### config.mk
export PLATFORM = sky130hd
export DESIGN_NAME = stcd_fifo
export DESIGN_NICKNAME = d
export VERILOG_FILES = /design/src/hdl/stcd_fifo.sv
export SDC_FILE = /design/constraint.sdc
export NUM_CORES = 1
export LEC_CHECK = 0
export ABC_AREA = 1
export BUFFER_PORTS_ARGS = -buffer_cell sky130_fd_sc_hd__buf_2
export CELL_PAD_IN_SITES_DETAIL_PLACEMENT = 2
export CELL_PAD_IN_SITES_GLOBAL_PLACEMENT = 2
export CORE_MARGIN = 4
export CORE_UTILIZATION = 29
export DETAILED_ROUTE_END_ITERATION = 6
export GPL_TIMING_DRIVEN = 0
export PLACE_DENSITY_LB_ADDON = 0.1
export SYNTH_ARGS = -nofsm -noshare
export SYNTH_HDL_FRONTEND = slang
export SYNTH_SLANG_ARGS = --single-unit
export TNS_END_PERCENT = 1
### constraint.sdc
create_clock -name clock -period 2.65 [get_ports clock]
set_clock_uncertainty 0.2 [all_clocks]
set_input_delay 0.53 -clock clock [delete_from_list [all_inputs] [get_ports clock]]
set_output_delay 0.53 -clock clock [all_outputs]
set_load 0.03 [all_outputs]
### src/hdl/stcd_fifo.sv
module stcd_fifo #(
   parameter int WIDTH = 8,
   parameter int DEPTH = 2
) (
   input  logic                         clock,
   input  logic                         reset,
   input  logic                         push,
   input  logic [WIDTH-1:0]             push_data,
   input  logic                         pop,
   output logic                         out_valid,
   output logic [WIDTH-1:0]             out_data,
   output logic                         full,
   output logic [$clog2(DEPTH+1)-1:0]   count
);

   localparam int PTR_W = (DEPTH > 1) ? $clog2(DEPTH) : 1;
   localparam int CNT_W = $clog2(DEPTH+1);

   logic [WIDTH-1:0] slot_ff [DEPTH];
   logic [PTR_W-1:0] wr_ptr_ff, wr_ptr_in;
   logic [PTR_W-1:0] rd_ptr_ff, rd_ptr_in;
   logic [CNT_W-1:0] count_ff, count_in;
   logic             do_push, do_pop;

   assign out_valid = (count_ff != '0);
   assign full      = (count_ff == CNT_W'(DEPTH));
   assign count     = count_ff;
   assign out_data  = slot_ff[rd_ptr_ff];
   assign do_push   = push && !full;
   assign do_pop    = pop && out_valid;

   always_comb begin
      wr_ptr_in = wr_ptr_ff;
      rd_ptr_in = rd_ptr_ff;
      count_in  = count_ff;
      if (do_push) begin
         wr_ptr_in = (wr_ptr_ff == PTR_W'(DEPTH-1)) ? '0 : wr_ptr_ff + 1'b1;
      end
      if (do_pop) begin
         rd_ptr_in = (rd_ptr_ff == PTR_W'(DEPTH-1)) ? '0 : rd_ptr_ff + 1'b1;
      end
      if (do_push && !do_pop) begin
         count_in = count_ff + 1'b1;
      end else if (do_pop && !do_push) begin
         count_in = count_ff - 1'b1;
      end
   end

   always_ff @(posedge clock) begin
      if (reset) begin
         wr_ptr_ff <= '0;
         rd_ptr_ff <= '0;
         count_ff  <= '0;
      end else begin
         wr_ptr_ff <= wr_ptr_in;
         rd_ptr_ff <= rd_ptr_in;
         count_ff  <= count_in;
      end
   end

   always_ff @(posedge clock) begin
      if (do_push) begin
         slot_ff[wr_ptr_ff] <= push_data;
      end
   end

endmodule

# Word level (Yosys, flattened, before mapping)

Memory sizes are Yosys's and may differ from the RTL's. A register that Yosys moved wholly into a read port is not among the register bits.
Index checks and enable logic that the tools add are counted.

Add/subtract/negate cells: 4
Eq/ne operators: 1
Mux-type cells: 8
Reductions and logical operators: 9

Operator list:

| cell                                              | number |
|---|---|
| two-way mux 1 bit                                 | 6 |
| logical AND 1 bit                                 | 4 |
| two-way mux 2 bit                                 | 2 |
| nonzero test 2 bit                                | 2 |
| logical NOT 1 bit                                 | 3 |
| adder 1 bit (second input constant)               | 2 |
| adder 2 x 1 -> 2 bit (second input constant)      | 1 |
| == test 2 bit (second input constant)             | 1 |
| subtractor 2 x 1 -> 2 bit (second input constant) | 1 |

Bits in registers: 4
RAM bits: 16
Input port bits: 12
Output and inout port bits: 12
Logic and storage cells: 26
Memories kept: 1

Memories:

| memory  | depth | width | read ports | clocked after memory_dff | write ports | RTL line | RTL |
|---|---|---|---|---|---|---|---|
| slot_ff | 2     | 8     | 1          | 1                        | 1           | 19       | `logic [WIDTH-1:0] slot_ff [DEPTH];` |

# Depth between registers and ports, before layout

Depth in word-level cells: 7
Depth in mapped cells: 10
Depth with buffers taken out: 10

# Worst setup path before layout

Ideal clock, no wire load.

Path type: register to register
From: reg count_ff[1] (netlist: count[1])
To: reg count_ff[1] (netlist: count[1])
Setup time: 0.064 ns
Data arrival time: 1.636 ns
Data required time: 2.386 ns
Setup slack: 0.750 ns
Stages on the path, launching flop included: 10
Clock period less this slack: 1.900 ns
Cell sequence: dfxtp_1 > inv_1 > nand2_1 > nand2_1 > ha_1 > inv_1 > nand3_1 > nand2_1 > inv_1 > nor2_1

Elaborated cells between the ends (all ways): 14
Those cells by class: add/sub (2); eq/ne (1); mux (2); reduce/logical (9)

RTL lines:

| what                                                    | RTL line | RTL |
|---|---|---|
| start, declared                                         | 22       | `logic [CNT_W-1:0] count_ff, count_in;` |
| start signal, assigned                                  | 57       | `count_ff <= count_in;` |
| nonzero test 2 bit (*)                                  | 25       | `assign out_valid = (count_ff != '0);` |
| net out_valid                                           | 10       | `output logic out_valid,` |
| logical AND 1 bit (*)                                   | 30       | `assign do_pop = pop && out_valid;` |
| logical NOT 1 bit                                       | 42       | `if (do_push && !do_pop) begin` |
| logical AND 1 bit                                       | 42       |  |
| two-way mux 2 bit or nonzero test 2 bit (tied branches) | --       |  |

Mark *: on every way through the listed nets, which the timed path passes. The rest lies on a longest branch. The select of a mux whose other input is x is not followed.
A chain may end at the register's enable or synchronous reset.

==> impl_metrics.ini <==
[grt]
antenna_found_initial = 0
grt_pass1_wl_mm = 2.59
first_global_vias = 592
grt_max_degree = 13
grt_usage = 0.102
overflow = 0

[die]
coreArea_sq_um = 2730
dieArea_sq_um = 3740
ios = 24
fp.dieH_um = 61.2
rows = 19
die_w_um = 61.2
initial_core_util = 0.300

[synth]
ys_warn_count = 0
synth-xor-area-share = 0
synth-simple-area-share = 0.0885
synth_compound_gate_area_share = 0.0351
syn_area_sq_um = 820
syn_nets = 75
synth.distinct_cells = 14
synth-seq-cells = 21
synth_top_family_by_area = multiplexers
ys_seq_area_frac = 0.708
synthTopCellsByArea = edfxtp_1, dfxtp_1, mux2_2, nor2_1, inv_1
synth_top_area_share = 0.586
synth_top_area_cell = edfxtp_1
syn_inst = 62
synthMuxAreaShare = 0.110
syn_area_per_cell_sq_um = 13.2
synthAdderAreaFrac = 0.0153

[detailed_routing]
drt_first_pass_iters = 4
wl_per_cell_um = 14.7
drc_errors = 0
ant_nets = 0
num_vias = 551
via_per_inst = 4.59
routed_wl_mm = 1.76
drt-initial-drc-count = 8

[timing]
fin_ws_ns = 0.545
slew_violations = 0
rsz0062_at_grt = false
setup_viol = 0
setup-tns-final_ns = 0
fmax_mhz = 475
tightest_slew_ns = 0.737
fin_crit_sh = 0.794
hold_viol = 0
relSlewSlack = 0.507
period_needed_ns = 2.10

[cts]
ctsHoldBuffers = 0
numCtsBuffers = 3
cts_tree = done
cts_setup_buffers = 0
cts_root_buf = clkbuf_4
clk_pin_slew_ns = 0.12
clkLatencyLatePin_ns = 0.30
cts_resized = 0
clockBufferDepth = 2
cts-htree-levels = 1
numClockSinks = 21

[layout]
layout_common_cells = buf_2, edfxtp_1, mux2_2, nor2_1
regArea_sq_um = 581
final_common_cell = buf_2
nets = 103
multi_input_area_sq_um = 204
drive_above_1_share = 0.427
fin_area_sq_um = 1000
nFillCells = 296
syn_to_final_growth_pct = 22.1
antennaDiodeCount = 0
post-route-util = 0.366

[min_path]
hp-start = push_data[7]
whs_path_depth = 1
min_to = slot_ff[0][7]
min_path_type = primary input to register

[setup_path]
r2r_setup_slack_ns = 0.92
crit_path_end_kind = primary output
crit_type = register to primary output
start_kind = register
r2r_cells = 2
cp_max_fo = 8
reg2reg_to = slot_ff[0][2]
required_ns = 1.92
critPathArrivalTime_ns = 1.37
regToRegStartpoint = count[0]

[place]
hpwl_mm = 1.42
dp_slack_ns = 0.782
dpl_cell_area_sq_um = 973
gp_congestion = 0.744
portBuffers = 23

[status]
status = finished clean

[job]
drv_cap = 0

[power]
p_switching_uw = 410
sw_frac_of_total = 0.404
clkPwrFrac = 0.154
p_per_area_nw_per_um2 = 1010
peakVddDrop_mv = 0.473
p_seq_frac = 0.444
comb_power_share = 0.401
leakage_uw = 0.000426
intPower_uw = 604
-- cells in the mapped netlist, drive strengths merged --
cell type,instances
inv,8
nand2,7
ha,1
a21oi,2
mux2,8
nand4,1
nor2,8
nand3,2
o21ai,3
buf,1
edfxtp,16
dfxtp,5
-- metrics by stage --
step / cells / power [uW] / hold slack, ns
floorplan: 62 / 755 / 0.265
detailed placement: 116 / 878 / 0.304
CTS: 120 / 1030 / 0.184
global route: 120 / 1090 / 0.179
global placement: 116 / 860 / 0.287
finish: 120 / 1010 / 0.198
-- cell families after synthesis --
group | count (synthesis)
and+or+nand+nor | 18
adders and majority gates | 1
AOI/OAI and AO/OA | 5
DFF | 21
muxes | 8
buffers and inverters | 9
-- routing by layer --
metal | vias to the layer above | wire (um) | GRT usage
met2 | 12 | 983 | 0.189
met5 | - | 0 | 0
met4 | 0 | 27 | 0.0557
met1 | 267 | 681 | 0.102
li1 | 268 | - | -
met3 | 4 | 66 | 0.0273
-- power groups by stage --
stage / Sequential (uW) / Combinational, uW / Clock (uW)
3_5_place_dp: 460 / 418 / 0
4_1_cts: 452 / 418 / 164
6_report: 451 / 407 / 156
5_1_grt: 459 / 448 / 179
2_1_floorplan: 479 / 276 / 0
3_3_place_gp: 455 / 405 / 0
-- worst max-delay path: stages (launching register included) --
cell	delay (ns)
dfxtp_1	0.32
buf_2	0.21
mux2_2	0.36
buf_2	0.18
-- layout make-up --
type	count	area share
flip-flops and latches	21	0.580
well taps	31	0.0388
repair buffers	23	0.115
plain buffers	1	0.00500
multi-input cells	32	0.204
clock buffers	3	0.0225
clock inverters	1	0.00500
inverters	8	0.0300
-- sequential cells by signal (all words and copies together) (netlist names), named ones only --
register,flops
rd_ptr_ff,1
count,2
slot_ff,16
wr_ptr_ff,1
-- worst max path at each step --
stage                          endpoint  slack [ns]  cells after the start
final                       out_data[7]        0.55                      3
after global routing        out_data[7]        0.45                      3
after CTS                   out_data[7]        0.50                      3
after detailed placement  slot_ff[0][3]        0.78                      3
after global placement    slot_ff[0][0]        0.79                      3
after floorplan                count[1]        0.75                      9
No activity file was read; power rests on OpenSTA's default activity.
