==> src/hdl/stcd_pkg.sv <==
package stcd_pkg;

   // field widths fixed by the transaction format
   localparam int ROW_W       = 6;
   localparam int COL_W       = 6;
   localparam int WORD_W      = 32;
   localparam int COL_COUNT_W = 7;
   localparam int PIT_W       = 8;
   localparam int TW_W        = 9;
   localparam int BPP_W       = 3;
   localparam int STEP_W      = 3;
   localparam int CSR_ADDR_W  = 3;
   localparam int CSR_DATA_W  = 32;

   // defaults for top-level parameters
   localparam int DEF_MAX_TILE_COLUMNS = 64;
   localparam int DEF_MAX_TILE_ROWS    = 64;
   localparam int MAP_ROWS_LIMIT       = 64;   // rows reachable with a 6-bit tile_row

   localparam int OP_QUEUE_DEPTH  = 2;
   localparam int RSP_QUEUE_DEPTH = 2;

   // register reset values
   localparam logic [TW_W-1:0]  TILE_WIDTH_RST = TW_W'(32);
   localparam logic [BPP_W-1:0] BPP_RST        = BPP_W'(4);
   localparam logic [TW_W-1:0]  TILE_WIDTH_MIN = TW_W'(4);
   localparam logic [TW_W-1:0]  TILE_WIDTH_MAX = TW_W'(256);

   // register select, taken from paddr[2]
   localparam logic REG_TILE_WIDTH = 1'b0;
   localparam logic REG_BPP        = 1'b1;

   // func codes
   localparam logic FUNC_PROBE = 1'b0;
   localparam logic FUNC_CLEAR = 1'b1;

   // back-end operation kinds
   localparam logic OP_SET   = 1'b0;
   localparam logic OP_CLEAR = 1'b1;

   typedef struct packed {
      logic              func;
      logic              first_of_line;
      logic [ROW_W-1:0]  tile_row;
      logic [COL_W-1:0]  clear_column;
      logic [WORD_W-1:0] new_word;
      logic [WORD_W-1:0] old_word;
   } req_type;

   typedef struct packed {
      logic [COL_W-1:0] copy_column;
      logic [ROW_W-1:0] copy_row;
   } rsp_type;

   typedef struct packed {
      logic             kind;
      logic [ROW_W-1:0] row;
      logic [COL_W-1:0] col;
   } op_type;

   // pixels per 32-bit word; odd codes folded as the block defines
   function automatic logic [STEP_W-1:0] pixel_step(input logic [BPP_W-1:0] bpp);
      logic [STEP_W-1:0] s;
      case (bpp)
         3'd0:    s = 3'd4;
         3'd1:    s = 3'd4;
         3'd2:    s = 3'd2;
         default: s = 3'd1;
      endcase
      return s;
   endfunction

endpackage

==> src/hdl/stcd_ram.sv <==
module stcd_ram #(
   parameter int WIDTH = 64,
   parameter int DEPTH = 64
) (
   input  logic                                  clock,
   input  logic                                  wr_en,
   input  logic [(DEPTH > 1 ? $clog2(DEPTH) : 1)-1:0] wr_addr,
   input  logic [WIDTH-1:0]                      wr_data,
   input  logic                                  rd_en,
   input  logic [(DEPTH > 1 ? $clog2(DEPTH) : 1)-1:0] rd_addr,
   output logic [WIDTH-1:0]                      rd_data
);

   logic [WIDTH-1:0] mem [DEPTH];
   logic [WIDTH-1:0] rd_data_ff;

   // read-first: a read and a write to one address in a cycle returns old data
   always_ff @(posedge clock) begin
      if (wr_en) begin
         mem[wr_addr] <= wr_data;
      end
      if (rd_en) begin
         rd_data_ff <= mem[rd_addr];
      end
   end

   assign rd_data = rd_data_ff;

endmodule

==> src/hdl/stcd_fifo.sv <==
module stcd_fifo #(
   parameter int WIDTH = 8,
   parameter int DEPTH = 2
) (
   input  logic                         clock,
   input  logic                         reset,
   input  logic                         push,
   input  logic [WIDTH-1:0]             push_data,
   input  logic                         pop,
   output logic                         out_valid,
   output logic [WIDTH-1:0]             out_data,
   output logic                         full,
   output logic [$clog2(DEPTH+1)-1:0]   count
);

   localparam int PTR_W = (DEPTH > 1) ? $clog2(DEPTH) : 1;
   localparam int CNT_W = $clog2(DEPTH+1);

   logic [WIDTH-1:0] slot_ff [DEPTH];
   logic [PTR_W-1:0] wr_ptr_ff, wr_ptr_in;
   logic [PTR_W-1:0] rd_ptr_ff, rd_ptr_in;
   logic [CNT_W-1:0] count_ff, count_in;
   logic             do_push, do_pop;

   assign out_valid = (count_ff != '0);
   assign full      = (count_ff == CNT_W'(DEPTH));
   assign count     = count_ff;
   assign out_data  = slot_ff[rd_ptr_ff];
   assign do_push   = push && !full;
   assign do_pop    = pop && out_valid;

   always_comb begin
      wr_ptr_in = wr_ptr_ff;
      rd_ptr_in = rd_ptr_ff;
      count_in  = count_ff;
      if (do_push) begin
         wr_ptr_in = (wr_ptr_ff == PTR_W'(DEPTH-1)) ? '0 : wr_ptr_ff + 1'b1;
      end
      if (do_pop) begin
         rd_ptr_in = (rd_ptr_ff == PTR_W'(DEPTH-1)) ? '0 : rd_ptr_ff + 1'b1;
      end
      if (do_push && !do_pop) begin
         count_in = count_ff + 1'b1;
      end else if (do_pop && !do_push) begin
         count_in = count_ff - 1'b1;
      end
   end

   always_ff @(posedge clock) begin
      if (reset) begin
         wr_ptr_ff <= '0;
         rd_ptr_ff <= '0;
         count_ff  <= '0;
      end else begin
         wr_ptr_ff <= wr_ptr_in;
         rd_ptr_ff <= rd_ptr_in;
         count_ff  <= count_in;
      end
   end

   always_ff @(posedge clock) begin
      if (do_push) begin
         slot_ff[wr_ptr_ff] <= push_data;
      end
   end

endmodule

==> src/hdl/stcd_back.sv <==
module stcd_back #(
   parameter int MAX_TILE_COLUMNS = stcd_pkg::DEF_MAX_TILE_COLUMNS,
   parameter int MAX_TILE_ROWS    = stcd_pkg::DEF_MAX_TILE_ROWS
) (
   input  logic              clock,
   input  logic              reset,
   input  logic              op_valid,
   input  stcd_pkg::op_type  op_data,
   output logic              op_pop,
   output logic              rsp_valid,
   input  logic              rsp_ready,
   output stcd_pkg::rsp_type rsp_data
);

   import stcd_pkg::*;

   localparam int MAP_DEPTH = (MAX_TILE_ROWS < MAP_ROWS_LIMIT) ? MAX_TILE_ROWS
                                                               : MAP_ROWS_LIMIT;
   localparam int ADDR_W    = (MAP_DEPTH > 1) ? $clog2(MAP_DEPTH) : 1;
   localparam int MAP_W     = MAX_TILE_COLUMNS;
   localparam int RCNT_W    = $clog2(RSP_QUEUE_DEPTH+1);

   logic [MAP_DEPTH-1:0] row_valid_ff, row_valid_in;
   logic                 stg_v_ff;
   op_type               stg_op_ff;
   logic                 stg_rv_ff;
   logic                 fwd_v_ff;
   logic [ADDR_W-1:0]    fwd_row_ff;
   logic [MAP_W-1:0]     fwd_data_ff;

   logic [ADDR_W-1:0]    iss_addr, stg_addr;
   logic [MAP_W-1:0]     ram_rdata, cur_row, new_row, mask;
   logic                 hit, rsp_push, rsp_pop, rsp_full;
   logic [RCNT_W-1:0]    rsp_count;
   logic [RCNT_W:0]      occ_next;
   rsp_type              rsp_push_data;

   assign iss_addr = op_data.row[ADDR_W-1:0];
   assign stg_addr = stg_op_ff.row[ADDR_W-1:0];

   // issue only when the result queue is sure to have room for the outcome
   assign rsp_pop  = rsp_valid && rsp_ready;
   assign occ_next = {1'b0, rsp_count} + (RCNT_W+1)'(rsp_push) - (RCNT_W+1)'(rsp_pop);
   assign op_pop   = op_valid && (occ_next < (RCNT_W+1)'(RSP_QUEUE_DEPTH));

   stcd_ram #(
      .WIDTH (MAP_W),
      .DEPTH (MAP_DEPTH)
   ) u_map (
      .clock   (clock),
      .wr_en   (stg_v_ff),
      .wr_addr (stg_addr),
      .wr_data (new_row),
      .rd_en   (op_pop),
      .rd_addr (iss_addr),
      .rd_data (ram_rdata)
   );

   // the write made while this row was being read is not in the RAM output
   always_comb begin
      mask = MAP_W'(1) << stg_op_ff.col;
      if (fwd_v_ff && (fwd_row_ff == stg_addr)) begin
         cur_row = fwd_data_ff;
      end else if (stg_rv_ff) begin
         cur_row = ram_rdata;
      end else begin
         cur_row = '0;
      end
      hit = ((cur_row & mask) == '0);
      if (stg_op_ff.kind == OP_CLEAR) begin
         new_row  = cur_row & ~mask;
         rsp_push = 1'b0;
      end else begin
         new_row  = cur_row | mask;
         rsp_push = stg_v_ff && hit;
      end
      rsp_push_data.copy_column = stg_op_ff.col;
      rsp_push_data.copy_row    = stg_op_ff.row;
   end

   always_comb begin
      row_valid_in = row_valid_ff;
      if (stg_v_ff) begin
         row_valid_in[stg_addr] = 1'b1;
      end
   end

   always_ff @(posedge clock) begin
      if (reset) begin
         row_valid_ff <= '0;
         stg_v_ff     <= 1'b0;
         fwd_v_ff     <= 1'b0;
      end else begin
         row_valid_ff <= row_valid_in;
         stg_v_ff     <= op_pop;
         fwd_v_ff     <= stg_v_ff;
      end
   end

   always_ff @(posedge clock) begin
      stg_op_ff   <= op_data;
      stg_rv_ff   <= row_valid_ff[iss_addr];
      fwd_row_ff  <= stg_addr;
      fwd_data_ff <= new_row;
   end

   stcd_fifo #(
      .WIDTH ($bits(rsp_type)),
      .DEPTH (RSP_QUEUE_DEPTH)
   ) u_rsp_queue (
      .clock     (clock),
      .reset     (reset),
      .push      (rsp_push),
      .push_data (rsp_push_data),
      .pop       (rsp_pop),
      .out_valid (rsp_valid),
      .out_data  (rsp_data),
      .full      (rsp_full),
      .count     (rsp_count)
   );

   // issue gating keeps the queue from overflowing; full is only a backstop
   logic unused_full;
   assign unused_full = rsp_full;

endmodule

==> config.mk <==
export PLATFORM = sky130hd
export DESIGN_NAME = stcd_back
export DESIGN_NICKNAME = d
export VERILOG_FILES = /design/src/hdl/stcd_pkg.sv /design/src/hdl/stcd_ram.sv /design/src/hdl/stcd_fifo.sv /design/src/hdl/stcd_back.sv
export SDC_FILE = /design/constraint.sdc
export NUM_CORES = 2
export LEC_CHECK = 0
export ABC_CLOCK_PERIOD_IN_PS = 10850
export BUFFER_PORTS_ARGS = -buffer_cell sky130_fd_sc_hd__buf_2
export CORE_ASPECT_RATIO = 0.6
export CORE_MARGIN = 10
export CORE_UTILIZATION = 44
export DETAILED_ROUTE_END_ITERATION = 10
export PLACE_DENSITY_LB_ADDON = 0.2
export SETUP_SLACK_MARGIN = 0.02
export SLEW_MARGIN = 10
export SYNTH_ARGS = -nofsm -noshare
export SYNTH_HDL_FRONTEND = slang
export SYNTH_MEMORY_MAX_BITS = 65536
export SYNTH_SLANG_ARGS = --single-unit
==> constraint.sdc <==
create_clock -name clock -period 10.85 [get_ports clock]
set_clock_uncertainty 0.15 [all_clocks]
set_input_delay 1.6275 -clock clock [delete_from_list [all_inputs] [get_ports clock]]
set_output_delay 1.6275 -clock clock [all_outputs]
set_load 0.03 [all_outputs]
---- Yosys cells after proc, flatten, opt, wreduce, memory -nomap -nowiden ----
Memory sizes are Yosys's and may differ from the RTL's. A register that Yosys moved wholly into a read port is not among the register bits.
Index checks and enable logic that the tools add are counted.
storage, ports and cells
  memories kept ........................... 2
  bits in writable memories ............... 4120
  word-level logic and storage cells ...... 65
  output and inout bits ................... 14
  bits of input ports ..................... 17
  register bits after elaboration ......... 154
memory list
  name                 words  width  rd ports  clocked after memory_dff  write ports  line             source
  u_map.mem            64     64     1         1                         1            stcd_ram.sv:14   logic [WIDTH-1:0] mem [DEPTH];
  u_rsp_queue.slot_ff  2      12     1         1                         1            stcd_fifo.sv:19  logic [WIDTH-1:0] slot_ff [DEPTH];
operators by class
  $lt $le $gt $ge ......................... 4
  add/subtract/negate cells ............... 6
  bitwise operators ....................... 5
  reductions and logical operators ........ 15
  multiplexer cells ....................... 18
  shifts and indexed selects .............. 1
  eq/ne operators ......................... 2
operator list
  cell                    number
  $mux W64                3
  $and A64 B64 Y64        2
  $or A64 B64 Y64         2
  $logic_not A64 Y1       1
  $not A64 Y64            1
  $shl A1 B6 Y64 const A  1
  $lt A6 B7 Y1 const B    2
  $mux W1                 11
  $logic_and A1 B1 Y1     9
  $bmux W1 S6             1
  $demux W1 S6            1
  $eq A6 B6 Y1            1
  $ge A6 B1 Y1 const B    1
  $mux W2                 2
  $reduce_bool A2 Y1      2
  $add A2 B1 Y3           1
  $logic_not A1 Y1        3
  $lt A3 B2 Y1 const B    1
  $sub A3 B1 Y3           1
  $add A1 B1 Y1 const B   2
  $add A2 B1 Y2 const B   1
  $eq A2 B2 Y1 const B    1
  $sub A2 B1 Y2 const B   1

---- Depth between registers and ports, before layout ----
  depth after elaboration ................. 12
  depth in mapped cells ................... 15
  gate-level depth less buffers ........... 12

---- Hierarchy ----
Synthesis repeated with hierarchy kept, for this count alone.
unflattened totals
  cell total of the unflattened synthesis .. 7538
  area total of the unflattened synthesis .. 165488.7 um^2
modules (own cells, without submodules)
  module     sequential area each (um^2)  cells an instance  area an instance (um^2)  instances
  stcd_ram   124919.8                     6598               156989.3                 1
  stcd_back  3002.9                       878                7418.4                   1
  stcd_fifo  820.8                        62                 1081.0                   1

---- Least setup slack after synthesis ----
Ideal clock, no wire load.
  path kind ............................... reg-to-output
  start ................................... register stg_op_ff, in the netlist stg_addr[5]
  end ..................................... output port op_pop
  data arrival time ....................... 4.909 ns
  path buffers ............................ 2
  cell stages (with the launch flop) ...... 14
  setup slack ............................. 4.164 ns
  required time ........................... 9.073 ns
  path through ............................ dfxtp_1 -> buf_6 -> xor2_1 -> or3_4 -> buf_6 -> o211ai_1 -> a21oi_1 -> a2111o_1 -> nor4_2 -> nand4_2 -> or3_1 -> fa_1 -> xnor2_1 -> and3_1
between the ends
  longest elaborated chain between the ends .. 11
ends and longest elaborated chain
  element                   line              source
  start: declaration        stcd_back.sv:25   op_type stg_op_ff;
  start signal: assignment  stcd_back.sv:101  stg_op_ff <= op_data;
  $eq A6 B6 Y1              stcd_back.sv:62   if (fwd_v_ff && (fwd_row_ff == stg_addr)) begin
  $logic_and A1 B1 Y1       stcd_back.sv:62
  $mux W64                  stcd_back.sv:62
  $and A64 B64 Y64          stcd_back.sv:69   hit = ((cur_row & mask) == '0);
  $logic_not A64 Y1         stcd_back.sv:69
  $logic_and A1 B1 Y1       stcd_back.sv:75   rsp_push = stg_v_ff && hit;
  $mux W1                   stcd_back.sv:70   if (stg_op_ff.kind == OP_CLEAR) begin
  $add A2 B1 Y3             stcd_back.sv:43   assign occ_next = {1'b0, rsp_count} + (RCNT_W+1)'(rsp_push) - (RCNT_W+1)'(rsp_pop);
  $sub A3 B1 Y3             stcd_back.sv:43
  $lt A3 B2 Y1              stcd_back.sv:44   assign op_pop = op_valid && (occ_next < (RCNT_W+1)'(RSP_QUEUE_DEPTH));
  $logic_and A1 B1 Y1       stcd_back.sv:44
  end: declaration          stcd_back.sv:9    output logic op_pop,
No other way between the ends.

---- Worst setup path in the final report ----
  start ................................... register stg_op_ff, in the netlist stg_addr[0]
  end ..................................... output port op_pop
Same word-level chain as after synthesis.

==> results list <==
- CTS tree: done
- Height of the die: 494.1 um
- Of the total synthesized cell area, the portion taken by full adders, half adders and majority gates is less than 1%.
- GRT Residual Overflow: 0
* Post-DP HPWL: between 200000 and 250000 um
* Crit path required time: ~9.1 ns
* Achievable frequency: 122.2 MHz
- By area, the combinational part of the netlist is dominated by multiplexers.
- Before antenna repair, the detailed router went through 6 iterations.
- Count leader, synth: edfxtp_1
- Fraction of registers with async set or reset after synthesis: 0%
* Synth top area share: around 76%
- EDFF count, synth: between 4k and 5k
- Shortest period the worst path allows: roughly 8 ns
* Number of fill cells: roughly 29k
* WP data arrival: between 6 and 7 ns
* Register-to-register setup slack: around 4.1 ns
* Total number of nets in the final design: between 7k and 8k
* Yosys top cell by area: edfxtp_1
* List of most frequent post-synthesis cells: 4184 x edfxtp_1, 1365 x mux4_2, 282 x clkbuf_1, 209 x nor2_1, 155 x dfxtp_1
- RSZ-0062 raised after global routing: false
- In this run the remaining antenna-violating nets after routing total 0.
* Worst-case setup margin in the final layout: 2.667 ns
* Sequential fraction of the synthesis area: between 70% and 80%
* Min-Delay Path Depth: 2
* Number of DRC markers after the initial detailed-route iteration: 12.90k
* Library cell contributing the largest single delay on the critical path: nand2_2
- Cell breakdown of the critical path: xor2_1 -> nor3_2 -> buf_4 -> nand2_2 -> a31oi_1 -> o22ai_1 -> nor4_2 -> nand4_2 -> or3_1 -> fa_1 -> xnor2_1 -> and3_4 -> buf_2
* Count of unique library cells instantiated by Yosys: between 50 and 60
- The endpoint identified for the worst register-to-register timing path is u_map.rd_data[61].
- The synthesized netlist devotes approximately 1.3% of its cell area to simple gates.
* CP Max Fanout: 67
* Max stage delay on crit path: roughly 0.75 ns
- Clock sink count: roughly 4.3k
* Via count of the first global-routing pass: approximately 77k
- Area Growth Syn to Fin: 12.82%
- Final Hold Fails: 0
- Cells with a size suffix above 1 make up roughly 32% of the layout.
* Root cell of the clock tree: clkbuf_16
* Post-synthesis cell area: around 160000 um2
- Row generation in the floorplan step produced about 170 rows.
- Via count: 80.02k
- Family of cells with the greatest summed delay on the critical path: simple AND/OR/NAND/NOR gates
- Hold repair after CTS inserted 0 buffers.
- VDD sags by at most between 0.15 and 0.2 mV.
* Hold EP: row_valid_ff[22]
* I/O pin count: 31
- After synthesis, the cell types taking the most area are edfxtp_1 76%, mux4_2 19%, dfxtp_1 1.9%.
- For the final routed database, the setup TNS stands at 0 ns.
- The startpoint identified for the worst hold timing path is row_valid_ff[22].
- Measured along the x axis, the die boundary spans between 800 and 900 um.
- Die outline area: ~400000 um2
- Syn_area_per_cell: ~24 um2
- The worst hold path belongs to the class register to register.
* Maximum buffer depth of the clock tree: 4
- For this run, the number of Yosys warnings is 0.
- The most critical setup path has its startpoint at stg_addr[0].
- Antenna violations before repair: 28
- Critical path buffer and inverter count: 2
- In the synthesized netlist, mux cells make up between 10% and 20% of the area.
- The count of final max-slew check failures was 0.
- After detailed routing, the number of remaining DRC violations is 0.
- Seq cells post-synth: roughly 4.3k
- Reg clk slew, reported paths: ~0.06 ns
- Complex-gate fraction of the synthesized area: less than 1%
* Area share of xor/xnor cells in the synthesized design: less than 1%
- Routed wirelength normalized by instance count: roughly 39 um
- Detailed-route vias per instance: 6.461
* Number of standard cells after synthesis: a little under 7k
- The floorplan step defined a core boundary enclosing 371700 um2.
* Period utilization: between 70 and 80%
- Element type at the critical path start: register
- P per Cell Area: 183.0 nW/um2
* Global-route usage over all layers: 23.50%
- Number of post-CTS setup repair buffers: 0
- The worst register-to-register path has a depth of 13.
* Number of clock buffers inserted by TritonCTS: ~400
- The critical path is of the register to output pin type.
* Number of resized instances in the post-cts repair step: 0
* Leak Pwr: around 56 nW
- STA classifies the critical path endpoint as an output pin.
- The congestion estimate from routability-driven global placement came to 0.8614.
- R2R Path Start: stg_addr[0]
* First-pass GRT wire length: about 660000 um
* Pin count of the biggest net entering global routing: 131
- Final setup violation count: 0
- Outcome: completed
* Source-to-sink clock delay at the later pin of the worst-skew pair: slightly below 1 ns
* Initial core utilization: roughly 44%
* Number of H-tree levels: 5
- Placement Setup Slack: approximately 3.8 ns
- Worst rel slew slack: a little under an eighth
- Input and output buffers added on the ports amount to 30.
- Total wire length after detailed routing: around 480000 um
- In the synthesized netlist the dominant register cell turns out to be edfxtp_1.
- The number of nets in the synthesized netlist is a little under 7k.
- Slew @ Worst Pin: between 1 and 1.5 ns
* MaxCap Viol Count: 0
## worst register-to-register path: cells and delay by family, from the launching register on
| kind | cells | cell delay, ns |
|---|---|---|
| AO/OA/AOI/OAI | 2 | 0.74 |
| buffers and inverters | 2 | 1.58 |
| XOR/XNOR | 2 | 0.37 |
| flip-flops | 1 | 0.64 |
| AND/OR/NAND/NOR | 6 | 2.34 |
| adder cells (fa/ha/maj) | 1 | 0.42 |
## logic make-up after synthesis
logic type / after synthesis
multiplexers: 1409
buffers and inverters: 385
adder cells (fa/ha/maj): 3
AO/OA/AOI/OAI: 167
flip-flops: 4339
AND/OR/NAND/NOR: 442
XOR/XNOR: 10
## registers in the layout, summed over array words and instances (netlist names), 2 cells and up, named ones only
| name | count |
|---|---|
| u_rsp_queue.count | 2 |
| u_rsp_queue.slot_ff | 24 |
| u_map.rd_data | 64 |
| row_valid_ff | 64 |
| fwd_row_ff | 6 |
| stg_addr | 6 |
| fwd_data_ff | 64 |
| rsp_push_data | 6 |
| u_map.mem | 4096 |
## worst max path at each step
stage | cells after the start | end | slack [ns]
after global routing | 13 | op_pop | 2.46
after floorplan | 13 | op_pop | 4.16
after CTS | 13 | op_pop | 2.71
after detailed placement | 13 | op_pop | 3.77
final | 13 | op_pop | 2.67
after global placement | 12 | op_pop | 3.87
## routing by layer
metal  vias up  share of wire, %  global-route usage [%]
li1      29920                 -                       -
met1     44700                43                   36.85
met2      4700                44                   33.60
met3       700                11                   5.045
met4         4               2.7                   5.814
met5         -            0.0069                       0
## metrics by stage
stage | util, % | hold slack [ns] | std cells | power (mW) | instance area (um2)
2_1_floorplan | - | 0.2048 | 6755 | 19.83 | 164800
3_3_place_gp | 46.64 | 0.2934 | 11670 | 20.52 | 173400
3_5_place_dp | 46.66 | 0.3023 | 11670 | 20.53 | 173400
4_1_cts | 50.01 | 0.3179 | 12370 | 34.22 | 185900
5_1_grt | 50.03 | 0.3404 | 12380 | 34.94 | 185900
6_report | 50.03 | 0.3149 | 12390 | 34.03 | 185900
## placed cells by master, fill, tap and decap left out, types with 38 or more instances in the layout
cell       Yosys  routed
mux4_2      1365    1365
buf_4          1     256
clkbuf_16      0     395
dfxtp_1      155     153
nand2_1       57      56
clkbuf_1     282      89
clkinv_1       0      70
nand3_1       38      38
nor2_1       209     146
clkinv_2       0      77
nor2_4         1      64
and3_1        49      48
bufinv_16      0      39
edfxtp_1    4184    4184
## area by class of cell
| class | count | area [um2] | share of cell area (%) |
|---|---|---|---|
| Timing Repair Buffer | 309 | 2600 | 1.398 |
| Tap cell | 4987 | 6240 | 3.356 |
| Clock inverter | 216 | 2181 | 1.173 |
| Antenna cell | 11 | 27.53 | 0.01480 |
| Multi-Input combinational cell | 2031 | 35850 | 19.28 |
| Inverter | 3 | 11.26 | 0.006056 |
| Clock buffer | 489 | 10290 | 5.533 |
| Sequential cell | 4339 | 128800 | 69.24 |
## power by group
part | internal (mW) | total, mW | leakage (nW) | switching, mW
Sequential | 18.4 | 18.5 | 38.5 | 0.147
Clock | 7.67 | 13.9 | 6.10 | 6.19
Combinational | 0.661 | 1.64 | 11.6 | 0.976
Power figures use the tool's default switching activity.
