$ cat config.mk
export PLATFORM = sky130hd
export DESIGN_NAME = stcd_front
export DESIGN_NICKNAME = d
export VERILOG_FILES = /design/src/hdl/stcd_pkg.sv /design/src/hdl/stcd_front.sv
export SDC_FILE = /design/constraint.sdc
export NUM_CORES = 1
export LEC_CHECK = 0
export ABC_CLOCK_PERIOD_IN_PS = 7400
export BUFFER_PORTS_ARGS = -buffer_cell sky130_fd_sc_hd__buf_4
export CORE_MARGIN = 1.5
export CORE_UTILIZATION = 35
export DETAILED_ROUTE_END_ITERATION = 10
export PLACE_DENSITY = 0.7
export SYNTH_ARGS = -nofsm -noshare
export SYNTH_HDL_FRONTEND = slang
export SYNTH_SLANG_ARGS = --single-unit
$ cat constraint.sdc
create_clock -name clock -period 7.4 [get_ports clock]
set_input_delay 0.74 -clock clock [delete_from_list [all_inputs] [get_ports clock]]
set_output_delay 0.74 -clock clock [all_outputs]
set_load 0.01 [all_outputs]
$ cat src/hdl/stcd_pkg.sv
package stcd_pkg;

   // field widths fixed by the transaction format
   localparam int ROW_W       = 6;
   localparam int COL_W       = 6;
   localparam int WORD_W      = 32;
   localparam int COL_COUNT_W = 7;
   localparam int PIT_W       = 8;
   localparam int TW_W        = 9;
   localparam int BPP_W       = 3;
   localparam int STEP_W      = 3;
   localparam int CSR_ADDR_W  = 3;
   localparam int CSR_DATA_W  = 32;

   // defaults for top-level parameters
   localparam int DEF_MAX_TILE_COLUMNS = 64;
   localparam int DEF_MAX_TILE_ROWS    = 64;
   localparam int MAP_ROWS_LIMIT       = 64;   // rows reachable with a 6-bit tile_row

   localparam int OP_QUEUE_DEPTH  = 2;
   localparam int RSP_QUEUE_DEPTH = 2;

   // register reset values
   localparam logic [TW_W-1:0]  TILE_WIDTH_RST = TW_W'(32);
   localparam logic [BPP_W-1:0] BPP_RST        = BPP_W'(4);
   localparam logic [TW_W-1:0]  TILE_WIDTH_MIN = TW_W'(4);
   localparam logic [TW_W-1:0]  TILE_WIDTH_MAX = TW_W'(256);

   // register select, taken from paddr[2]
   localparam logic REG_TILE_WIDTH = 1'b0;
   localparam logic REG_BPP        = 1'b1;

   // func codes
   localparam logic FUNC_PROBE = 1'b0;
   localparam logic FUNC_CLEAR = 1'b1;

   // back-end operation kinds
   localparam logic OP_SET   = 1'b0;
   localparam logic OP_CLEAR = 1'b1;

   typedef struct packed {
      logic              func;
      logic              first_of_line;
      logic [ROW_W-1:0]  tile_row;
      logic [COL_W-1:0]  clear_column;
      logic [WORD_W-1:0] new_word;
      logic [WORD_W-1:0] old_word;
   } req_type;

   typedef struct packed {
      logic [COL_W-1:0] copy_column;
      logic [ROW_W-1:0] copy_row;
   } rsp_type;

   typedef struct packed {
      logic             kind;
      logic [ROW_W-1:0] row;
      logic [COL_W-1:0] col;
   } op_type;

   // pixels per 32-bit word; odd codes folded as the block defines
   function automatic logic [STEP_W-1:0] pixel_step(input logic [BPP_W-1:0] bpp);
      logic [STEP_W-1:0] s;
      case (bpp)
         3'd0:    s = 3'd4;
         3'd1:    s = 3'd4;
         3'd2:    s = 3'd2;
         default: s = 3'd1;
      endcase
      return s;
   endfunction

endpackage

$ cat src/hdl/stcd_front.sv
module stcd_front #(
   parameter int MAX_TILE_COLUMNS = stcd_pkg::DEF_MAX_TILE_COLUMNS,
   parameter int MAX_TILE_ROWS    = stcd_pkg::DEF_MAX_TILE_ROWS
) (
   input  logic                          clock,
   input  logic                          reset,
   input  logic                          req_fire,
   input  stcd_pkg::req_type             req_data,
   input  logic [stcd_pkg::TW_W-1:0]     tile_width,
   input  logic [stcd_pkg::BPP_W-1:0]    pixel_bytes,
   output logic                          op_push,
   output stcd_pkg::op_type              op_data
);

   import stcd_pkg::*;

   logic [COL_COUNT_W-1:0] col_ff, col_in, col_base;
   logic [PIT_W-1:0]       pit_ff, pit_in, pit_base;
   logic [TW_W-1:0]        eff_tw, next_pit;
   logic                   row_ok, col_ok, clr_col_ok, is_clear;

   always_comb begin
      if (tile_width < TILE_WIDTH_MIN) begin
         eff_tw = TILE_WIDTH_MIN;
      end else if (tile_width > TILE_WIDTH_MAX) begin
         eff_tw = TILE_WIDTH_MAX;
      end else begin
         eff_tw = tile_width;
      end
   end

   assign is_clear   = (req_data.func == FUNC_CLEAR);
   assign col_base   = req_data.first_of_line ? '0 : col_ff;
   assign pit_base   = req_data.first_of_line ? '0 : pit_ff;
   assign next_pit   = {1'b0, pit_base} + TW_W'(pixel_step(pixel_bytes));
   assign row_ok     = (int'(req_data.tile_row) < MAX_TILE_ROWS);
   assign col_ok     = (int'(col_base) < MAX_TILE_COLUMNS);
   assign clr_col_ok = (int'(req_data.clear_column) < MAX_TILE_COLUMNS);

   // counters move on probes only
   always_comb begin
      col_in = col_ff;
      pit_in = pit_ff;
      if (req_fire && !is_clear) begin
         if (next_pit >= eff_tw) begin
            pit_in = '0;
            col_in = col_ok ? col_base + 1'b1 : col_base;
         end else begin
            pit_in = next_pit[PIT_W-1:0];
            col_in = col_base;
         end
      end
   end

   always_ff @(posedge clock) begin
      if (reset) begin
         col_ff <= '0;
         pit_ff <= '0;
      end else begin
         col_ff <= col_in;
         pit_ff <= pit_in;
      end
   end

   // only transactions that can touch the map go to the back end
   always_comb begin
      op_data.kind = is_clear ? OP_CLEAR : OP_SET;
      op_data.row  = req_data.tile_row;
      op_data.col  = is_clear ? req_data.clear_column : col_base[COL_W-1:0];
      if (is_clear) begin
         op_push = req_fire && row_ok && clr_col_ok;
      end else begin
         op_push = req_fire && row_ok && col_ok &&
                   (req_data.new_word != req_data.old_word);
      end
   end

endmodule

Yosys cells after proc, flatten, opt, wreduce, memory -nomap -nowiden --
Cells that the tools add are included.
Word-level totals: flip-flop bits (word level) 15, input port bits 93, output and inout bits 14, logic and storage cells 28
Operators by class: add/subtract/negate cells 2, $lt $le $gt $ge 4, equal/unequal tests 3, multiplexer cells 11, reduce and logical (&&, ||, !) cells 6
Operators by type and width (count):
- $ne 32x32->1 | 1
- $mux 7 | 3
- $mux 9 | 2
- $mux 8 | 2
- $add 8x3->9 | 1
- $ge 9x9->1 | 1
- $gt 9x9->1 const B | 1
- $lt 9x3->1 const B | 1
- $add 7x1->7 const B | 1
- $lt 7x7->1 const B | 1
- $mux 6 | 1
- $pmux 3 s2 | 1
- $eq 3x1->1 const B | 1
- $eq 3x2->1 const B | 1
- $logic_and 1x1->1 | 3
- $logic_not 3->1 | 1
- $mux 1 | 2
- $reduce_or 2->1 | 1
- $logic_not 1->1 | 1

Depth between registers and ports, before layout --
Gate-level depths: netlist (run 1).
word-level depth 6, gate-level depth with buffers 18, depth with buffers taken out 17

Least setup slack after synthesis (run 1) --
No wires, ideal clock.
path kind input to register, start in req_data[76] in the netlist's numbering, end reg col_ff[6], setup time 0.070 ns, data arrival time 3.901 ns, data required time 7.330 ns, path slack 3.428 ns, cell stages on the path 17, buffers on the path 2, cells stage by stage clkbuf_1 > clkbuf_1 > nand2b_1 > inv_1 > ha_1 > a21o_1 > a21oi_1 > nor2_1 > xnor2_1 > nor2_1 > ha_1 > nand4_1 > or3_1 > o211ai_2 > nor2_2 > or4_1 > a21oi_1
Between the ends: cells in the longest elaborated chain, start to end 4, elaborated cells between the ends (all ways) 8, classes of those cells add/sub: 2; order compare: 2; mux: 4
Ends and longest elaborated chain:
- start, declared | line stcd_front.sv:8 | input stcd_pkg::req_type req_data,
- $mux 8 / $mux 7 (equally long branches) | line stcd_front.sv:34, stcd_front.sv:33
- $add 8x3->9, or another cell as far along | line stcd_front.sv:35 | assign next_pit = {1'b0, pit_base} + TW_W'(pixel_step(pixel_bytes));
- $ge 9x9->1 / $mux 7 (equally long branches) | line stcd_front.sv:45, stcd_front.sv:47
- $mux 7 (*) | line stcd_front.sv:45 | if (next_pit >= eff_tw) begin
- end signal, assigned | line stcd_front.sv:60 | col_ff <= col_in;
- end, declared | line stcd_front.sv:17 | logic [COL_COUNT_W-1:0] col_ff, col_in, col_base;
Mark *: on every way between the ends. The rest lies on a longest branch, timed or not. A chain may end at the register's enable or synchronous reset.

Worst setup path after layout (run 1) --
start in pixel_bytes[2] in the netlist's numbering, end reg col_ff[6]
Between the ends: cells in the longest elaborated chain, start to end 6, elaborated cells between the ends (all ways) 8, classes of those cells add/sub: 1; order compare: 1; eq/ne: 2; mux: 2; reduce/logical: 2
Ends and longest elaborated chain:
- start, declared | line stcd_front.sv:10 | input logic [stcd_pkg::BPP_W-1:0] pixel_bytes,
- $eq 3x1->1 / $logic_not 3->1 (equally long branches) | line stcd_pkg.sv:64 | case (bpp)
- $reduce_or 2->1 (no source line)
- $pmux 3 s2 (*) | line stcd_pkg.sv:64
- $add 8x3->9 (*) | line stcd_front.sv:35
- $ge 9x9->1 (*) | line stcd_front.sv:45
- $mux 7 (*) | line stcd_front.sv:45
Marks and branches as above.

==> results of run 1 <==
state kept, by name (all words and copies together) (netlist names):
signal / count
pit_ff: 8
col_ff: 7
logic make-up after synthesis:
kind of cell	after synthesis
multiplexers	5
flip-flops	15
AO/OA/AOI/OAI	40
XOR/XNOR	38
AND/OR/NAND/NOR	98
buffers and inverters	22
adder cells (fa/ha/maj)	14
cells in the mapped netlist (4+ instances only):
master,count
nor2b_1,9
or4_1,4
ha_1,13
buf_4,7
inv_1,7
nor2_1,15
nor4_1,6
nand4_1,9
nand2_1,29
o21ai_0,6
o21bai_1,4
nand2b_1,8
xnor2_1,36
nand3_1,6
clkbuf_1,7
dfxtp_1,15
a21oi_1,16
final timing paths:
check,from,endpoint,slack [ps],depth (start not counted)
max,pixel_bytes[2],col_ff[6],3260,18
min,pit_ff[2],pit_ff[2],460,2
max reg2reg,pit_ff[0],col_ff[6],3760,14
min reg2reg,pit_ff[2],pit_ff[2],460,2
power breakdown:
group          switching, mW  internal, mW  leakage (nW)
Sequential          0.000662        0.0820         0.121
Clock                 0.0274        0.0381        0.0228
Combinational         0.0349        0.0549         0.918
Total                 0.0630         0.175          1.06
layout make-up:
| type | instances | area (um2) |
|---|---|---|
| flip-flops and latches | 15 | 300 |
| fillers | 466 | 2260 |
| well taps | 67 | 83.8 |
| multi-input cells | 195 | 1330 |
| clock buffers | 4 | 45.0 |
| repair buffers | 94 | 706 |
| inverters | 7 | 26.3 |
worst max-delay path: stages:
cell and delay (ps):
buf_4 110, or3b_2 500, inv_1 100, nor2_1 50, ha_1 220, inv_1 80
fa_1 210, nor2b_1 80, o211ai_1 210, xor2_1 170, nor2_1 70, ha_1 300
nand4_1 110, or3_1 410, o211ai_2 110, nor2_2 160, or4_1 550, a21oi_1 140
per-stage QoR:
stage | instance area [um2] | hold WS [ps] | setup slack [ps] | utilization
finish | 2490 | 456 | 3260 | 0.524
global placement | 2450 | 435 | 3180 | 0.515
global route | 2490 | 480 | 2960 | 0.524
floorplan | 1740 | 427 | 3430 | -
CTS | 2490 | 458 | 3280 | 0.524
detailed placement | 2450 | 447 | 3030 | 0.515
placed cells by master (no fill, tap or decap), types with 3 or more instances in the layout:
cell	instances
buf_4	94
xnor2_1	36
nand2_1	29
a21oi_1	16
nor2_1	15
dfxtp_1	15
ha_1	13
nor2b_1	9
nand4_1	9
nand2b_1	8
inv_1	7
nor4_1	6
o21ai_0	6
nand3_1	6
or4_1	4
o21bai_1	4
a31oi_1	3
a211oi_1	3
mux2_2	3
clkbuf_8	3
layer usage:
| layer | GRT usage | vias to the layer above |
|---|---|---|
| met2 | 0.328 | 67 |
| met5 | 0 | - |
| met1 | 0.191 | 815 |
| li1 | - | 976 |
| met3 | 0.0453 | 8 |
| met4 | 0.0535 | 0 |
==> impl_metrics.py, run 1 <==
metrics = {
    "yosys": {
        "synth.area.mux_share": 0.0309,
        "synth_top_area_share": 0.181,
        "async_flop_share": 0,
        "synth.yosys.warnings": 0,
        "synthFlopType": "dfxtp_1",
        "ys_seq_area_frac": 0.173,
        "synth_area_leaders": "xnor2_1, dfxtp_1, ha_1, nand2_1, a21oi_1",
        "synth-seq-cells": 15,
        "synth_xor_area_frac": 0.191,
        "synth_fp_nets": 339,
        "synth_compound_area_frac": 0.144,
        "synth.avg_cell_area_um2": 7.50,
        "synthSimpleGateAreaFrac": 0.294,
        "synth_cells": 232,
        "yosysUniqueCellTypes": 41,
        "synth_area_leader_cell": "xnor2_1",
        "synth_adder_area_share": 0.105,
        "synth_edf_count": 0,
        "synth_top_family_by_area": "simple AND/OR/NAND/NOR gates",
        "synth_area_mm2": 0.00174,
    },
    "detailed_routing": {
        "finalWirelength_mm": 4.58,
        "routedLengthMet1_mm": 1.79,
        "route.detailed.drc": 0,
        "drtIter0Drc": 96,
        "firstDrtPassIters": 4,
        "wl_per_cell_um": 12.0,
        "routed.top_layer": "met4",
        "ant_nets": 0,
        "drt-vias-per-instance": 4.88,
        "route.met2.wl_mm": 2.43,
        "vias": 1866,
        "dr_wl_met3_um": 294,
    },
    "grt": {
        "grt_max_degree": 23,
        "antenna_found_initial": 0,
        "grtUsageTotal": 0.176,
        "grt_overflow_total": 0,
        "grt_pass1_wl_mm": 7.58,
        "grt_pass1_vias": 1780,
    },
    "floorplanning": {
        "io_pins": 107,
        "die_w_um": 73.5,
        "start_util": 0.366,
        "coreArea_mm2": 0.00475,
        "dieArea_mm2": 0.00540,
        "rows": 25,
        "fp.dieH_um": 73.5,
    },
    "critical_path": {
        "required_ps": 7580,
        "crit_path_max_fanout": 13,
        "crit_type": "in -> reg",
        "start_kind": "input pin",
        "critical_path_arrival_ps": 4320,
        "crit_path_end_kind": "flop",
    },
    "sta": {
        "tightest_slew_ps": 819,
        "timing.fmax_ghz": 0.242,
        "maxSlewViolCount": 0,
        "setup_tns_ps": 0,
        "period_minus_slack_ps": 4140,
        "hold_viol": 0,
        "rsz0062_at_grt": "no",
        "setup_viol": 0,
        "relSlewSlack": 0.453,
        "period_share": 0.559,
        "fin_skew_ps": 3.76,
    },
    "power": {
        "ir_worst_vdd_v": 0.0000513,
        "power_mw": 0.238,
        "leakage_nw": 1.06,
        "power_density_mw_per_mm2": 95.5,
    },
    "cts": {
        "clock-sinks": 15,
        "htree_levels": 1,
        "cts_resized": 0,
        "post_cts_buffers": 0,
        "cts-hold-fix-buffers": 0,
        "clock-root-buffer": "clkbuf_8",
        "clock_path_buffers": 2,
        "clk_pin_slew_worst_paths_ps": 60,
        "clk-insertion-delay-late_ps": 250,
        "cts-buffers-inserted": 3,
        "cts_tree": "done",
    },
    "place": {
        "dp_hpwl_mm": 3.95,
        "gp_congestion": 0.818,
        "dp_cells": 378,
        "port_buffers": 94,
    },
    "cells_and_area": {
        "area_delta_synth_final_pct": 43.2,
        "finalNonFillerCells": 382,
        "drive_gt1_frac": 0.330,
        "fin_nets": 423,
        "diodes": 0,
    },
    "hold_path": {
        "min_path_type": "reg -> reg",
    },
    "outcome": {
        "outcome": "completed",
    },
    "job": {
        "maxCapViolations": 0,
    },
}
Note: power is estimated with default switching activity, not from simulation.
==> run 2: changes to the inputs <==
--- a/config.mk
+++ b/config.mk
@@ -5,7 +5,7 @@
 export SDC_FILE = /design/constraint.sdc
 export NUM_CORES = 1
 export LEC_CHECK = 0
-export ABC_CLOCK_PERIOD_IN_PS = 7400
+export ABC_CLOCK_PERIOD_IN_PS = 4100
 export BUFFER_PORTS_ARGS = -buffer_cell sky130_fd_sc_hd__buf_4
 export CORE_MARGIN = 1.5
 export CORE_UTILIZATION = 35
==> constraint.sdc (replaced) <==
create_clock -name clock -period 4.1 [get_ports clock]
set_input_delay 0.41 -clock clock [delete_from_list [all_inputs] [get_ports clock]]
set_output_delay 0.41 -clock clock [all_outputs]
set_load 0.01 [all_outputs]
==> run 2 against run 1 <==
  * Sequential share of layout area is 0.072 points lower
  * Count of clock-buffer cells in the layout stayed put
  * Register-to-register slack worse by 3100 ps
  * Die area stayed put
  * Non-clock buffer count is 2 higher
  * Utilization is 0.32 points higher
  * Largest cell class unchanged
  * Largest power group unchanged
==> impl_metrics.py, run 2 (same netlist as run 1, synthesis figures left out) <==
metrics = {
    "outcome": {
        "outcome": "completed",
    },
    "cts": {
        "clk_pin_slew_worst_paths_ps": 60,
        "clock_path_buffers": 2,
        "htree_levels": 1,
        "post_cts_buffers": 0,
        "cts-buffers-inserted": 3,
        "cts_resized": 0,
        "clk-insertion-delay-late_ps": 240,
        "cts-hold-fix-buffers": 0,
        "clock-sinks": 15,
        "clock-root-buffer": "clkbuf_8",
        "cts_tree": "done",
    },
    "grt": {
        "grt_max_degree": 23,
        "grt_pass1_wl_mm": 7.47,
        "grt_pass1_vias": 1805,
        "grtUsageTotal": 0.174,
        "antenna_found_initial": 0,
        "grt_overflow_total": 0,
    },
    "cells_and_area": {
        "final_common_cell": "buf_4",
        "fin_nets": 425,
        "layout_common_cells": "buf_4, xnor2_1, nand2_1",
        "area_delta_synth_final_pct": 44.1,
        "drive_gt1_frac": 0.334,
        "regMostFlops": "pit_ff",
        "fin_util": 0.527,
        "final_area_mm2": 0.00251,
        "fillers": 476,
        "diodes": 0,
        "top_regs": "pit_ff (8), col_ff (7)",
        "largest_reg_flops": 8,
    },
    "critical_path": {
        "endpoint": "col_ff[6]",
        "r2r_end": "col_ff[6]",
        "crit_type": "in -> reg",
        "critical_path_arrival_ps": 3910,
        "r2r_slack_ps": 620,
        "crit_chain": "buf_4 -> or3b_2 -> inv_1 -> nor2_1 -> ha_1 -> inv_1 -> fa_1 -> nor2b_1 -> o211ai_1 -> xor2_1 -> nor2_1 -> ha_1 -> nand4_1 -> or3_1 -> o211ai_2 -> nor2_2 -> or4_1 -> a21oi_1",
        "critical_path.top_delay_family": "simple AND/OR/NAND/NOR gates",
        "start_kind": "input pin",
        "cp-startpoint": "pixel_bytes[2]",
        "required_ps": 4270,
        "crit_path_end_kind": "flop",
        "cpPeakStageDelay_ps": 520,
        "path_buf_inv": 3,
        "cp_slowest_cell": "or4_1",
        "crit_cells": 18,
        "crit_path_max_fanout": 7,
        "reg2reg_depth": 14,
        "reg2reg_from": "pit_ff[0]",
    },
    "floorplanning": {
        "io_pins": 107,
        "rows": 25,
        "die_w_um": 73.5,
        "fp.dieH_um": 73.5,
        "dieArea_mm2": 0.00540,
        "coreArea_mm2": 0.00475,
        "start_util": 0.366,
    },
    "detailed_routing": {
        "dr_wl_met3_um": 262,
        "ant_nets": 0,
        "firstDrtPassIters": 4,
        "wl_per_cell_um": 11.9,
        "drt-vias-per-instance": 4.87,
        "route.detailed.drc": 0,
        "vias": 1870,
        "finalWirelength_mm": 4.58,
        "routedLengthMet1_mm": 1.79,
        "drtIter0Drc": 112,
        "route.met2.wl_mm": 2.47,
        "routed.top_layer": "met4",
    },
    "power": {
        "leakage_nw": 1.07,
        "ir_worst_vdd_v": 0.000100,
        "power_mw": 0.428,
        "power_density_mw_per_mm2": 171,
    },
    "sta": {
        "period_minus_slack_ps": 3740,
        "tightest_slew_ps": 807,
        "hold_viol": 0,
        "whs_ps": 449,
        "timing.fmax_ghz": 0.267,
        "setup_tns_ps": 0,
        "period_share": 0.913,
        "rsz0062_at_grt": "no",
        "setup_viol": 0,
        "maxSlewViolCount": 0,
        "fin_skew_ps": 1.55,
        "relSlewSlack": 0.461,
    },
    "place": {
        "port_buffers": 94,
        "placed_cell_area_mm2": 0.00246,
        "gp_congestion": 0.965,
        "dp_hpwl_mm": 4.00,
    },
    "hold_path": {
        "min_path_type": "reg -> reg",
    },
    "job": {
        "maxCapViolations": 0,
    },
}
run 2: cell type report:
class / count / area (um2) / area share
Multi-Input combinational cell: 195 / 1330 / 0.531
Timing Repair Buffer: 96 / 721 / 0.287
Sequential cell: 15 / 300 / 0.120
Tap cell: 67 / 83.8 / 0.0334
Clock buffer: 4 / 45.0 / 0.0180
Inverter: 7 / 26.3 / 0.0105
run 2: worst min path at each step:
stage / start / to / slack [ps] / cells after the start
2_1_floorplan: pit_ff[0] / pit_ff[0] / 430 / 2
3_3_place_gp: pit_ff[0] / pit_ff[0] / 430 / 2
3_5_place_dp: pit_ff[0] / pit_ff[0] / 450 / 2
4_1_cts: pit_ff[0] / pit_ff[0] / 450 / 2
5_1_grt: reset / pit_ff[0] / 470 / 2
6_report: pit_ff[0] / pit_ff[0] / 450 / 2
run 2: layer usage:
metal  vias to the layer above  GRT usage
li1                        976          -
met1                       827      0.190
met5                         -          0
met3                         8     0.0302
met2                        59      0.342
met4                         0     0.0370
run 2: stage by stage:
| stage | worst slack (ps) | std cells |
|---|---|---|
| after floorplan | 458 | 232 |
| after global placement | 258 | 380 |
| after detailed placement | 170 | 380 |
| after CTS | 383 | 384 |
| after global routing | 152 | 384 |
| final | 357 | 384 |
run 2: worst min-delay path, delay by kind of cell (launching register included):
kind / cells / cell delay (ps)
AOI/OAI and AO/OA: 1 / 50
DFF: 1 / 300
and+or+nand+nor: 1 / 50
run 2: report_power, final:
group	switching (mW)	leakage [nW]	internal (mW)
logic	0.0635	0.927	0.100
registers	0.00119	0.121	0.148
clock network	0.0466	0.0228	0.0686
total	0.111	1.07	0.317
==> run 3: changes to the inputs <==
--- a/config.mk
+++ b/config.mk
@@ -7,6 +7,7 @@
 export LEC_CHECK = 0
 export ABC_CLOCK_PERIOD_IN_PS = 4100
 export BUFFER_PORTS_ARGS = -buffer_cell sky130_fd_sc_hd__buf_4
+export CORE_ASPECT_RATIO = 1.5
 export CORE_MARGIN = 1.5
 export CORE_UTILIZATION = 35
 export DETAILED_ROUTE_END_ITERATION = 10
==> run 3 against run 2 <==
  * Routed wire length up 8.1%
  * Die area up 0.16%
  * Design area up 0.20%
  * Count of clock-buffer cells in the layout unchanged
  * Final cell count down 0.26%
  * Largest power group unchanged
==> impl_metrics.py, run 3 (same netlist as run 1, synthesis figures left out) <==
metrics = {
    "place": {
        "gp_congestion": 0.863,
        "dp_hpwl_mm": 4.32,
        "port_buffers": 94,
    },
    "cts": {
        "clock-root-buffer": "clkbuf_8",
        "cts_tree": "done",
        "cts-hold-fix-buffers": 0,
        "clk_pin_slew_worst_paths_ps": 60,
        "clk-insertion-delay-late_ps": 250,
        "htree_levels": 1,
        "cts-buffers-inserted": 3,
        "clock_path_buffers": 2,
        "clock-sinks": 15,
    },
    "outcome": {
        "outcome": "completed",
    },
    "power": {
        "ir_worst_vdd_v": 0.0000931,
        "leakage_nw": 1.07,
        "power_density_mw_per_mm2": 174,
    },
    "cells_and_area": {
        "regMostFlops": "pit_ff",
        "drive_gt1_frac": 0.338,
        "top_regs": "pit_ff (8), col_ff (7)",
        "layout_common_cells": "buf_4, xnor2_1, nand2_1",
        "fin_nets": 425,
        "final_common_cell": "buf_4",
        "largest_reg_flops": 8,
        "area_delta_synth_final_pct": 44.4,
        "diodes": 0,
    },
    "grt": {
        "grt_pass1_vias": 1909,
        "grtUsageTotal": 0.193,
        "grt_pass1_wl_mm": 7.95,
        "grt_max_degree": 18,
        "antenna_found_initial": 0,
        "grt_overflow_total": 0,
    },
    "floorplanning": {
        "fp.dieH_um": 89.4,
        "die_w_um": 60.6,
        "coreArea_mm2": 0.00481,
        "start_util": 0.362,
        "io_pins": 107,
        "dieArea_mm2": 0.00541,
        "rows": 31,
    },
    "sta": {
        "period_minus_slack_ps": 3710,
        "relSlewSlack": 0.486,
        "rsz0062_at_grt": "no",
        "setup_viol": 0,
        "fin_skew_ps": 3.61,
        "setup_tns_ps": 0,
        "timing.fmax_ghz": 0.270,
        "tightest_slew_ps": 770,
        "maxSlewViolCount": 0,
        "hold_viol": 0,
        "period_share": 0.905,
        "whs_ps": 451,
    },
    "detailed_routing": {
        "ant_nets": 0,
        "finalWirelength_mm": 4.95,
        "firstDrtPassIters": 4,
        "route.detailed.drc": 0,
        "wl_per_cell_um": 12.9,
        "drtIter0Drc": 45,
        "vias": 1932,
        "drt-vias-per-instance": 5.04,
    },
    "critical_path": {
        "crit_type": "in -> reg",
        "start_kind": "input pin",
        "required_ps": 4280,
        "reg2reg_depth": 14,
        "crit_path_max_fanout": 7,
        "crit_path_end_kind": "flop",
        "critical_path_arrival_ps": 3890,
    },
    "hold_path": {
        "min_path_cells": 2,
        "min_path_type": "reg -> reg",
    },
    "job": {
        "maxCapViolations": 0,
    },
}
[run 3: routing by layer]
metal  part of all wire  routed length [um]  track usage
met1               0.37                1830        0.199
met3              0.083                 409       0.0304
met2               0.53                2640        0.375
met5                  0                   0            0
met4              0.015                  72       0.0692
[run 3: area by class of cell]
| type | instances | area (um2) |
|---|---|---|
| Fill cell | 504 | 2300 |
| Multi-Input combinational cell | 195 | 1340 |
| Timing Repair Buffer | 96 | 721 |
| Sequential cell | 15 | 300 |
| Tap cell | 66 | 82.6 |
| Clock buffer | 4 | 45.0 |
| Inverter | 7 | 26.3 |
[run 3: per-stage QoR]
stage / setup slack, ps / area (um2) / util / cells / power, mW
floorplan: 458 / 1740 / - / 232 / 0.235
global placement: 229 / 2460 / 0.512 / 379 / 0.320
detailed placement: 37.1 / 2460 / 0.512 / 379 / 0.322
CTS: 280 / 2510 / 0.521 / 383 / 0.442
global route: 83.5 / 2510 / 0.522 / 383 / 0.464
finish: 391 / 2510 / 0.522 / 383 / 0.437
[run 3: power by group]
| part | switching [mW] | internal, mW | total [mW] |
|---|---|---|---|
| clock network | 0.0509 | 0.0689 | 0.120 |
| logic | 0.0673 | 0.101 | 0.168 |
| registers | 0.00112 | 0.148 | 0.149 |
[run 3: worst paths after layout]
check / start / end / slack [ps]
max: pixel_bytes[2] / col_ff[4] / 390
min: pit_ff[0] / pit_ff[0] / 450
max reg2reg: pit_ff[0] / col_ff[4] / 630
min reg2reg: pit_ff[0] / pit_ff[0] / 450
[run 3: repair_timing]
item,in CTS,in global routing
buffers inserted,0,0
endpoints found under the setup margin,0,2
gates resized for setup,0,1
[run 3: worst max-delay path, stage by stage]
cell      delay [ps]
buf_4            110
or3b_2           500
inv_1            100
nor2_1            50
ha_1             220
inv_1             70
fa_1             190
nor2b_1           80
o211ai_1         200
xor2_1           180
nor2_1            80
ha_1             300
nand4_1          120
or3_1            410
o211ai_2         100
nor2_2           110
or4_1            510
a31oi_1          160
